==> src/swrr_pkg.sv <==
// Shared types, register codes and constants for the SWR ratio block.
// No dependencies; the RTL files refer to this package by scoped names, the testbench imports it.
package swrr_pkg;

    // Default sizing
    localparam int SAMPLE_BITS     = 12;
    localparam int RATIO_FRAC_BITS = 8;

    // Field widths of the channels
    localparam int SMP_W    = 12;
    localparam int LEVEL_W  = 12;
    localparam int RATIO_W  = 16;

    // Register widths
    localparam int WEIGHT_W    = 9;
    localparam int WEIGHT_FRAC = 8;
    localparam int MIN_FWD_W   = 12;
    localparam int CFG_IDX_W   = 3;
    localparam int CFG_DATA_W  = 16;

    localparam logic [WEIGHT_W-1:0] WEIGHT_ONE = 9'd256;

    // Register indexes
    localparam logic [CFG_IDX_W-1:0] CFG_FORWARD_WEIGHT   = 3'd0;
    localparam logic [CFG_IDX_W-1:0] CFG_REFLECTED_WEIGHT = 3'd1;
    localparam logic [CFG_IDX_W-1:0] CFG_MIN_FORWARD      = 3'd2;
    localparam logic [CFG_IDX_W-1:0] CFG_MAX_RATIO        = 3'd3;
    localparam logic [CFG_IDX_W-1:0] CFG_FORMULA_MODE     = 3'd4;

    // Register reset values
    localparam logic [WEIGHT_W-1:0]   RST_FORWARD_WEIGHT   = 9'd128;
    localparam logic [WEIGHT_W-1:0]   RST_REFLECTED_WEIGHT = 9'd128;
    localparam logic [MIN_FWD_W-1:0]  RST_MIN_FORWARD      = 12'd0;
    localparam logic [RATIO_W-1:0]    RST_MAX_RATIO        = 16'd6400;
    localparam logic                  RST_FORMULA_MODE     = 1'b1;

    typedef struct packed {
        logic [SMP_W-1:0] forward_sample;
        logic [SMP_W-1:0] reflected_sample;
    } t_in_item;

    typedef struct packed {
        logic [RATIO_W-1:0] swr_ratio;
        logic [LEVEL_W-1:0] forward_level;
        logic [LEVEL_W-1:0] reflected_level;
    } t_out_item;

    typedef struct packed {
        logic [WEIGHT_W-1:0]  forward_weight;
        logic [WEIGHT_W-1:0]  reflected_weight;
        logic [MIN_FWD_W-1:0] min_forward;
        logic [RATIO_W-1:0]   max_ratio;
        logic                 formula_mode;
    } t_cfg;

    typedef enum logic [2:0] {
        ST_IDLE,
        ST_SMOOTH_F,
        ST_SMOOTH_R,
        ST_CLASSIFY,
        ST_SQRT,
        ST_DIV_LOAD,
        ST_DIV,
        ST_FINISH
    } t_state;

    typedef enum logic [1:0] {
        KIND_ONE,
        KIND_CAP,
        KIND_CALC
    } t_kind;

    // Controller to datapath
    typedef struct packed {
        logic capture;
        logic smooth_fwd;
        logic smooth_ref;
        logic classify;
        logic sqrt_step;
        logic div_load;
        logic div_step;
    } t_dp_cmd;

    // Datapath to controller
    typedef struct packed {
        logic special;
        logic use_sqrt;
    } t_dp_sts;

endpackage

==> src/swrr_ctrl.sv <==
// Sequencer for the SWR ratio block: state machine and step counter.
// Depends on swrr_pkg; drives swrr_dp through t_dp_cmd.
module swrr_ctrl #(
    parameter int SAMPLE_BITS     = swrr_pkg::SAMPLE_BITS,
    parameter int RATIO_FRAC_BITS = swrr_pkg::RATIO_FRAC_BITS
) (
    input  logic              i_clk,
    input  logic              i_rst_n,
    input  logic              i_in_valid,
    output logic              o_in_ready,
    input  logic              i_out_free,
    output logic              o_finish,
    input  swrr_pkg::t_dp_sts i_sts,
    output swrr_pkg::t_dp_cmd o_cmd
);

    localparam int Q_W   = SAMPLE_BITS + 2 + RATIO_FRAC_BITS;
    localparam int CNT_W = $clog2(Q_W);

    swrr_pkg::t_state r_state, n_state;
    logic [CNT_W-1:0] r_cnt, n_cnt;

    always_ff @(posedge i_clk) begin
        if (!i_rst_n) begin
            r_state <= swrr_pkg::ST_IDLE;
            r_cnt   <= '0;
        end else begin
            r_state <= n_state;
            r_cnt   <= n_cnt;
        end
    end

    // Next state
    always_comb begin
        n_state = r_state;
        n_cnt   = r_cnt;
        case (r_state)
            swrr_pkg::ST_IDLE: begin
                if (i_in_valid) n_state = swrr_pkg::ST_SMOOTH_F;
            end
            swrr_pkg::ST_SMOOTH_F: n_state = swrr_pkg::ST_SMOOTH_R;
            swrr_pkg::ST_SMOOTH_R: n_state = swrr_pkg::ST_CLASSIFY;
            swrr_pkg::ST_CLASSIFY: begin
                if (i_sts.special) begin
                    n_state = swrr_pkg::ST_FINISH;
                end else if (i_sts.use_sqrt) begin
                    n_state = swrr_pkg::ST_SQRT;
                    n_cnt   = CNT_W'(SAMPLE_BITS - 1);
                end else begin
                    n_state = swrr_pkg::ST_DIV_LOAD;
                end
            end
            swrr_pkg::ST_SQRT: begin
                if (r_cnt == '0) n_state = swrr_pkg::ST_DIV_LOAD;
                else             n_cnt   = r_cnt - 1'b1;
            end
            swrr_pkg::ST_DIV_LOAD: begin
                n_state = swrr_pkg::ST_DIV;
                n_cnt   = CNT_W'(Q_W - 1);
            end
            swrr_pkg::ST_DIV: begin
                if (r_cnt == '0) n_state = swrr_pkg::ST_FINISH;
                else             n_cnt   = r_cnt - 1'b1;
            end
            swrr_pkg::ST_FINISH: begin
                if (i_out_free) n_state = swrr_pkg::ST_IDLE;
            end
            default: n_state = swrr_pkg::ST_IDLE;
        endcase
    end

    // Outputs
    always_comb begin
        o_cmd      = '0;
        o_in_ready = 1'b0;
        o_finish   = 1'b0;
        case (r_state)
            swrr_pkg::ST_IDLE: begin
                o_in_ready  = 1'b1;
                o_cmd.capture = i_in_valid;
            end
            swrr_pkg::ST_SMOOTH_F: o_cmd.smooth_fwd = 1'b1;
            swrr_pkg::ST_SMOOTH_R: o_cmd.smooth_ref = 1'b1;
            swrr_pkg::ST_CLASSIFY: o_cmd.classify   = 1'b1;
            swrr_pkg::ST_SQRT:     o_cmd.sqrt_step  = 1'b1;
            swrr_pkg::ST_DIV_LOAD: o_cmd.div_load   = 1'b1;
            swrr_pkg::ST_DIV:      o_cmd.div_step   = 1'b1;
            swrr_pkg::ST_FINISH:   o_finish         = i_out_free;
            default: o_cmd = '0;
        endcase
    end

endmodule

==> src/swrr_dp.sv <==
// Datapath of the SWR ratio block: averages, bit-serial square root,
// restoring divider and final clamp. Depends on swrr_pkg.
module swrr_dp #(
    parameter int SAMPLE_BITS     = swrr_pkg::SAMPLE_BITS,
    parameter int RATIO_FRAC_BITS = swrr_pkg::RATIO_FRAC_BITS
) (
    input  logic                i_clk,
    input  logic                i_rst_n,
    input  swrr_pkg::t_in_item  i_in,
    input  swrr_pkg::t_cfg      i_cfg,
    input  swrr_pkg::t_dp_cmd   i_cmd,
    output swrr_pkg::t_dp_sts   o_sts,
    output swrr_pkg::t_out_item o_result
);

    localparam int S        = SAMPLE_BITS;
    localparam int F        = RATIO_FRAC_BITS;
    localparam int Q_W      = S + 2 + F;
    localparam int RAD_W    = 2 * S;
    localparam int WF       = swrr_pkg::WEIGHT_FRAC;
    localparam int WEIGHT_W = swrr_pkg::WEIGHT_W;
    localparam int MIN_W    = swrr_pkg::MIN_FWD_W;
    localparam int CMP_W    = (S > MIN_W) ? S : MIN_W;
    localparam int RATIO_W  = swrr_pkg::RATIO_W;
    localparam int LEVEL_W  = swrr_pkg::LEVEL_W;
    localparam int V_W      = (Q_W > RATIO_W) ? Q_W : RATIO_W;
    localparam logic [V_W-1:0] ONE_V = V_W'(1) << F;

    logic [S-1:0]     r_fs, r_rs;
    logic [S-1:0]     r_favg, r_ravg;
    swrr_pkg::t_kind  r_kind;
    logic [RAD_W-1:0] r_rad;
    logic [S+1:0]     r_srem;
    logic [S-1:0]     r_root;
    logic [Q_W-1:0]   r_dq;
    logic [S-1:0]     r_drem;
    logic [S-1:0]     r_dden;

    // Shared smoothing multiplier: avg' = avg + w * (sample - avg) / 256
    logic [WEIGHT_W-1:0]     w_raw, w_sat;
    logic [S-1:0]            m_smp, m_avg, m_new;
    logic signed [S:0]       m_diff;
    logic signed [S+10:0]    m_prod, m_sum;

    always_comb begin
        w_raw  = i_cmd.smooth_ref ? i_cfg.reflected_weight : i_cfg.forward_weight;
        m_smp  = i_cmd.smooth_ref ? r_rs   : r_fs;
        m_avg  = i_cmd.smooth_ref ? r_ravg : r_favg;
        w_sat  = (w_raw > swrr_pkg::WEIGHT_ONE) ? swrr_pkg::WEIGHT_ONE : w_raw;
        m_diff = $signed({1'b0, m_smp}) - $signed({1'b0, m_avg});
        m_prod = m_diff * $signed({1'b0, w_sat});
        m_sum  = $signed({3'b000, m_avg, {WF{1'b0}}}) + m_prod;
        m_new  = m_sum[S+WF-1:WF];
    end

    // Classification of the new averages
    swrr_pkg::t_kind kind_now;
    always_comb begin
        if (r_ravg == '0 || CMP_W'(r_favg) < CMP_W'(i_cfg.min_forward))
            kind_now = swrr_pkg::KIND_ONE;
        else if (r_ravg >= r_favg)
            kind_now = swrr_pkg::KIND_CAP;
        else
            kind_now = swrr_pkg::KIND_CALC;
    end

    assign o_sts.special  = (kind_now != swrr_pkg::KIND_CALC);
    assign o_sts.use_sqrt = i_cfg.formula_mode;

    // Square root step: two radicand bits in, one root bit out
    logic [S+3:0] sq_tmp, sq_trial;
    logic         sq_ge;
    always_comb begin
        sq_tmp   = {r_srem, r_rad[RAD_W-1 -: 2]};
        sq_trial = {2'b00, r_root, 2'b01};
        sq_ge    = (sq_tmp >= sq_trial);
    end

    // Divider step: one quotient bit
    logic [S:0]   dv_t;
    logic         dv_ge;
    logic [S+1:0] num;
    always_comb begin
        dv_t  = {r_drem, r_dq[Q_W-1]};
        dv_ge = (dv_t >= {1'b0, r_dden});
        num   = (S+2)'(r_favg) + (S+2)'(r_ravg)
              + (i_cfg.formula_mode ? {1'b0, r_root, 1'b0} : '0);
    end

    always_ff @(posedge i_clk) begin
        if (!i_rst_n) begin
            r_favg <= '0;
            r_ravg <= '0;
        end else begin
            if (i_cmd.smooth_fwd) r_favg <= m_new;
            if (i_cmd.smooth_ref) r_ravg <= m_new;
        end
    end

    always_ff @(posedge i_clk) begin
        if (i_cmd.capture) begin
            r_fs <= S'(i_in.forward_sample);
            r_rs <= S'(i_in.reflected_sample);
        end
        if (i_cmd.classify) begin
            r_kind <= kind_now;
            r_rad  <= RAD_W'(r_favg) * RAD_W'(r_ravg);
            r_srem <= '0;
            r_root <= '0;
        end
        if (i_cmd.sqrt_step) begin
            r_srem <= sq_ge ? (S+2)'(sq_tmp - sq_trial) : (S+2)'(sq_tmp);
            r_root <= {r_root[S-2:0], sq_ge};
            r_rad  <= {r_rad[RAD_W-3:0], 2'b00};
        end
        if (i_cmd.div_load) begin
            r_dq   <= {num, {F{1'b0}}};
            r_drem <= '0;
            r_dden <= r_favg - r_ravg;
        end
        if (i_cmd.div_step) begin
            r_drem <= dv_ge ? S'(dv_t - {1'b0, r_dden}) : S'(dv_t);
            r_dq   <= {r_dq[Q_W-2:0], dv_ge};
        end
    end

    // Clamp to cap, then raise to 1.0
    logic [V_W-1:0] v_sel, v_cap, v_max, v_fin;
    always_comb begin
        v_max = V_W'(i_cfg.max_ratio);
        case (r_kind)
            swrr_pkg::KIND_ONE:  v_sel = ONE_V;
            swrr_pkg::KIND_CAP:  v_sel = v_max;
            swrr_pkg::KIND_CALC: v_sel = V_W'(r_dq);
            default:             v_sel = ONE_V;
        endcase
        v_cap = (v_sel > v_max) ? v_max : v_sel;
        v_fin = (v_cap < ONE_V) ? ONE_V : v_cap;
    end

    assign o_result.swr_ratio       = RATIO_W'(v_fin);
    assign o_result.forward_level   = LEVEL_W'(r_favg);
    assign o_result.reflected_level = LEVEL_W'(r_ravg);

endmodule

==> src/swr_ratio_from_detector_pair.sv <==
// Top level of the SWR ratio block: config registers, output register,
// controller and datapath. Depends on swrr_pkg, swrr_ctrl and swrr_dp.
//
//  channel  | direction | handshake             | payload
//  ---------+-----------+-----------------------+--------------------------------
//  in       | input     | i_in_valid/o_in_ready | i_in  (t_in_item: fwd, refl)
//  out      | output    | o_out_valid/i_out_ready| o_out (t_out_item: ratio, levels)
//  cfg      | input     | i_cfg_valid/o_cfg_ready| i_cfg_index, i_cfg_data
//
// In power mode a pair runs through the bit-serial square root and then the
// restoring divider, one bit per cycle each; voltage mode skips the square root,
// and a ratio fixed at 1.0 or the cap skips both. A new pair is taken only once
// the controller is back in idle.
// Reset is synchronous, active low; it restores the register defaults and
// clears both averages. A finished result waits in the output register while
// the next pair is taken; only the final load waits on a stalled consumer.
module swr_ratio_from_detector_pair #(
    parameter int SAMPLE_BITS     = swrr_pkg::SAMPLE_BITS,
    parameter int RATIO_FRAC_BITS = swrr_pkg::RATIO_FRAC_BITS
) (
    input  logic                                 i_clk,
    input  logic                                 i_rst_n,
    input  logic                                 i_in_valid,
    output logic                                 o_in_ready,
    input  swrr_pkg::t_in_item                   i_in,
    output logic                                 o_out_valid,
    input  logic                                 i_out_ready,
    output swrr_pkg::t_out_item                  o_out,
    input  logic                                 i_cfg_valid,
    output logic                                 o_cfg_ready,
    input  logic [swrr_pkg::CFG_IDX_W-1:0]       i_cfg_index,
    input  logic [swrr_pkg::CFG_DATA_W-1:0]      i_cfg_data
);

    localparam int WEIGHT_W = swrr_pkg::WEIGHT_W;
    localparam int MIN_W    = swrr_pkg::MIN_FWD_W;
    localparam int RATIO_W  = swrr_pkg::RATIO_W;

    swrr_pkg::t_cfg      r_cfg;
    swrr_pkg::t_out_item r_out;
    logic                r_out_valid;
    swrr_pkg::t_dp_cmd   cmd;
    swrr_pkg::t_dp_sts   sts;
    swrr_pkg::t_out_item result;
    logic                finish;
    logic                out_free;

    // Config writes are always taken; unknown indexes drop
    assign o_cfg_ready = 1'b1;

    always_ff @(posedge i_clk) begin
        if (!i_rst_n) begin
            r_cfg.forward_weight   <= swrr_pkg::RST_FORWARD_WEIGHT;
            r_cfg.reflected_weight <= swrr_pkg::RST_REFLECTED_WEIGHT;
            r_cfg.min_forward      <= swrr_pkg::RST_MIN_FORWARD;
            r_cfg.max_ratio        <= swrr_pkg::RST_MAX_RATIO;
            r_cfg.formula_mode     <= swrr_pkg::RST_FORMULA_MODE;
        end else if (i_cfg_valid) begin
            case (i_cfg_index)
                swrr_pkg::CFG_FORWARD_WEIGHT:   r_cfg.forward_weight   <= WEIGHT_W'(i_cfg_data);
                swrr_pkg::CFG_REFLECTED_WEIGHT: r_cfg.reflected_weight <= WEIGHT_W'(i_cfg_data);
                swrr_pkg::CFG_MIN_FORWARD:      r_cfg.min_forward      <= MIN_W'(i_cfg_data);
                swrr_pkg::CFG_MAX_RATIO:        r_cfg.max_ratio        <= RATIO_W'(i_cfg_data);
                swrr_pkg::CFG_FORMULA_MODE:     r_cfg.formula_mode     <= i_cfg_data[0];
                default: ;
            endcase
        end
    end

    // Output register: load on finish, drop once the beat is taken
    assign out_free = !r_out_valid || i_out_ready;

    always_ff @(posedge i_clk) begin
        if (!i_rst_n) begin
            r_out_valid <= 1'b0;
        end else if (finish) begin
            r_out_valid <= 1'b1;
        end else if (i_out_ready) begin
            r_out_valid <= 1'b0;
        end
    end

    always_ff @(posedge i_clk) begin
        if (finish) r_out <= result;
    end

    assign o_out_valid = r_out_valid;
    assign o_out       = r_out;

    swrr_ctrl #(
        .SAMPLE_BITS     (SAMPLE_BITS),
        .RATIO_FRAC_BITS (RATIO_FRAC_BITS)
    ) u_ctrl (
        .i_clk      (i_clk),
        .i_rst_n    (i_rst_n),
        .i_in_valid (i_in_valid),
        .o_in_ready (o_in_ready),
        .i_out_free (out_free),
        .o_finish   (finish),
        .i_sts      (sts),
        .o_cmd      (cmd)
    );

    swrr_dp #(
        .SAMPLE_BITS     (SAMPLE_BITS),
        .RATIO_FRAC_BITS (RATIO_FRAC_BITS)
    ) u_dp (
        .i_clk    (i_clk),
        .i_rst_n  (i_rst_n),
        .i_in     (i_in),
        .i_cfg    (r_cfg),
        .i_cmd    (cmd),
        .o_sts    (sts),
        .o_result (result)
    );

endmodule

==> config.mk <==
export PLATFORM = sky130hd
export DESIGN_NAME = swr_ratio_from_detector_pair
export DESIGN_NICKNAME = d
export VERILOG_FILES = /design/src/swrr_pkg.sv /design/src/swrr_ctrl.sv /design/src/swrr_dp.sv /design/src/swr_ratio_from_detector_pair.sv
export SDC_FILE = /design/constraint.sdc
export NUM_CORES = 1
export LEC_CHECK = 0
export BUFFER_PORTS_ARGS = -buffer_cell sky130_fd_sc_hd__buf_2
export CAP_MARGIN = 20
export CORE_ASPECT_RATIO = 1.75
export CORE_MARGIN = 5
export CORE_UTILIZATION = 64
export DETAILED_ROUTE_END_ITERATION = 16
export GPL_ROUTABILITY_DRIVEN = 1
export HOLD_SLACK_MARGIN = 0.12
export PLACE_DENSITY = 0.82
export SYNTH_ARGS = -nofsm -noshare
export SYNTH_HDL_FRONTEND = slang
export SYNTH_SLANG_ARGS = --single-unit
==> constraint.sdc <==
create_clock -name i_clk -period 12.2 [get_ports i_clk]
set_input_delay 1.22 -clock i_clk [delete_from_list [all_inputs] [get_ports i_clk]]
set_output_delay 1.22 -clock i_clk [all_outputs]
set_load 0.01 [all_outputs]
==> impl_metrics.tcl <==
set metrics [dict create \
    outcome "completed" \
    core_area_um2 34500 \
    crit_fanout 52 \
    layout_worst_path_cycle_share 0.746 \
    powerDensity_nw_per_um2 172 \
    synth_seq_cells 242 \
    ys_seq_area_frac 0.289 \
    mostFrequentLayoutCell "inv_1" \
    fp.dieW_um 151 \
    cts_buffer_depth 3 \
    dp_hpwl_um 47400 \
    critPathRequiredTime_ps 12660 \
    rows 90 \
    die_area_um2 38900 \
    crit_family "adder cells" \
    max_stage_delay_ps 730 \
    htreeDepth 1 \
    setup_tns_ps 0 \
    num_vias 17700 \
    hold_path_depth 2 \
    yosys_most_used_dff "edfxtp_1" \
    place_ws_ps 3210 \
    cts_resized 0 \
    overflow 0 \
    ctsRootBufferMaster "clkbuf_16" \
    r2r_setup_slack_ps 3090 \
    period_minus_slack_ps 9110 \
    ant_nets 0 \
    maxCapViolCount 0 \
    area_growth_pct 7.19 \
    cp_slowest_cell "dfxtp_1" \
    crit_type "flip-flop to flip-flop" \
    path_clk_slew_ps 70 \
    netlist_instances 2453 \
    worstSetupPathDepth 31 \
    drv_slew 0 \
    wire_per_inst_um 20.3 \
    grt_pass1_vias 18500 \
    antenna_found_initial 1 \
    ys_warn_count 0 \
    drt_iter0_markers 1185 \
    start_kind "flip-flop" \
    rsz0062_at_grt "false" \
    io_pins 91 \
    cts_buffers 24 \
    grt.met1_usage 0.333 \
    start_util 0.648 \
    via_per_inst 5.96 \
    first_pass_iters 7 \
    critPathCaptureType "flip-flop" \
    grt-busiest-layer "met2" \
    numPortBuffers 89 \
    path_buf_inv 5 \
    cts_hold_buf 0 \
    cts.sinks 242 \
    vdd_ir_drop_max_v 0.000167 \
    hold_path.class "flip-flop to flip-flop" \
    grt_max_degree 53 \
    drive_gt1_frac 0.0728 \
    cp.arrival_ps 9570 \
    layout_common_cells "inv_1, nand2_1, nor2_1" \
    syn_area_per_cell_um2 9.11 \
    cts_tree "yes" \
    syn_area_um2 22300 \
    synth-edff-count 160 \
    use_met3 0.0423 \
    layout.nets 2957 \
    final-setup-viol-count 0 \
    drc 0 \
    async_flop_share 0 \
    antenna_cells 0 \
    met2_usage 0.570 \
    clk_latency_ps 570 \
    track_usage 0.317 \
    die-height_um 257 \
    grt_pass1_wl_um 96100 \
    worst_slew_pin_slew_ps 1070 \
    wl_um 60400 \
    p_leak_nw 11.0 \
    reg2reg_depth 31 \
    timing.fmax_ghz 0.110 \
    finalClockSkew_ps 23.8 \
    synthDistinctLibCells 79 \
    crit_top_cell "fa_1" \
    syn-num-nets 2915 \
    gp_congestion 0.994 \
    post_cts_buffers 0 \
    relSlewSlack 0.284 \
    fin_ws_ps 3090 \
    hold_viol_final 0 \
]
## state kept, by name, indices dropped and copies added (netlist names), 5 cells and up
register / flops
o_out: 40
r_cfg: 47
u_ctrl.r_cnt: 5
u_dp.r_dden: 12
u_dp.r_dq: 22
u_dp.r_drem: 12
u_dp.r_favg: 12
u_dp.r_fs: 12
u_dp.r_rad: 24
u_dp.r_ravg: 12
u_dp.r_root: 12
u_dp.r_rs: 12
u_dp.r_srem: 14
## synth_stat cells (8+ instances only)
cell type  count  area, µm²
o211ai_1       8       60.1
clkbuf_1      89        334
o21bai_1       9       67.6
nand4_1       13       81.3
nor4_1         8       50.1
fa_1         201       4020
xnor2_1       77        674
edfxtp_1     160       4800
nor3_1        34        170
inv_1        355       1330
or3_1         11       68.8
o21ai_0       44        220
dfxtp_1       82       1640
nor2_1       238        893
nor2b_1       34        213
nand3_1       27        135
a22oi_1       15        113
a211oi_1      12       90.1
or2_2         11       68.8
mux2i_1       35        350
a21oi_1      144        721
nand2b_1      26        163
a22o_1        21        184
nand2_1      334       1250
and2_1        46        288
o21a_1        27        203
ha_1         213       2670
a31oi_1       10       62.6
xor2_1        25        219
and3_1        19        119
a21o_1        21        158
o31ai_1       14        105
a21boi_0       8       60.1
## final cells by class
cell class                 count  area, µm²
clock buffer                  31        627
inverter                     356       1340
multi-input combinational   1755      14200
timing repair buffer         116        648
tap                          460        576
fill                        2701      10500
clock inverter                13        145
sequential                   242       6450
## cells by family after synthesis
kind of cell | count (synthesis) | synth area share
and+or+nand+nor | 821 | 0.165
adders and majority gates | 415 | 0.300
DFF | 242 | 0.289
muxes | 43 | 0.0202
AOI/OAI and AO/OA | 373 | 0.109
buffers and inverters | 456 | 0.0779
other | 1 | 0.000168
xor gates and xnor gates | 102 | 0.0400
## metal layers
layer  wire [µm]  up-vias  share of wire
li1            -     8146              -
met1       20100     8624           0.33
met2       31800      671           0.53
met3        3430      280          0.057
met4        5140        0          0.085
met5           0        -              0
## worst reg2reg max path: cells and delay by family, from the launching register on
kind            cells  cell delay, ps
flops               1             730
buf+inv             5             770
xor+xnor            2             330
mux                 1             300
compound gates      8            2180
fa+ha+maj           9            3790
simple gates        6             890
## through the flow
step / hold WS, ps / utilization / cell area (µm²) / power [mW] / std cells
after floorplan: 435 / - / 22300 / 2.76 / 2453
after global placement: 441 / 0.673 / 23200 / 3.26 / 2929
after detailed placement: 446 / 0.673 / 23200 / 3.34 / 2929
after CTS: 460 / 0.695 / 23900 / 4.11 / 2973
after global routing: 480 / 0.695 / 23900 / 4.42 / 2973
final: 460 / 0.695 / 23900 / 4.13 / 2973
## where the power goes
part | internal, mW | switching [mW] | leakage (nW)
Sequential | 0.990 | 0.101 | 2.15
Combinational | 0.891 | 1.39 | 8.50
Clock | 0.410 | 0.345 | 0.369
## final timing paths
path / startpoint / endpoint
setup reg to reg: u_ctrl.r_state[1]$_SDFFE_PN0P_ / u_dp.r_ravg[11]$_SDFFE_PN0P_
setup / recovery: u_ctrl.r_state[1]$_SDFFE_PN0P_ / u_dp.r_ravg[11]$_SDFFE_PN0P_
hold / removal: r_cfg[25]$_SDFFE_PN0P_ / r_cfg[25]$_SDFFE_PN0P_
hold reg to reg: r_cfg[25]$_SDFFE_PN0P_ / r_cfg[25]$_SDFFE_PN0P_
Power figures use the tool's default switching activity.
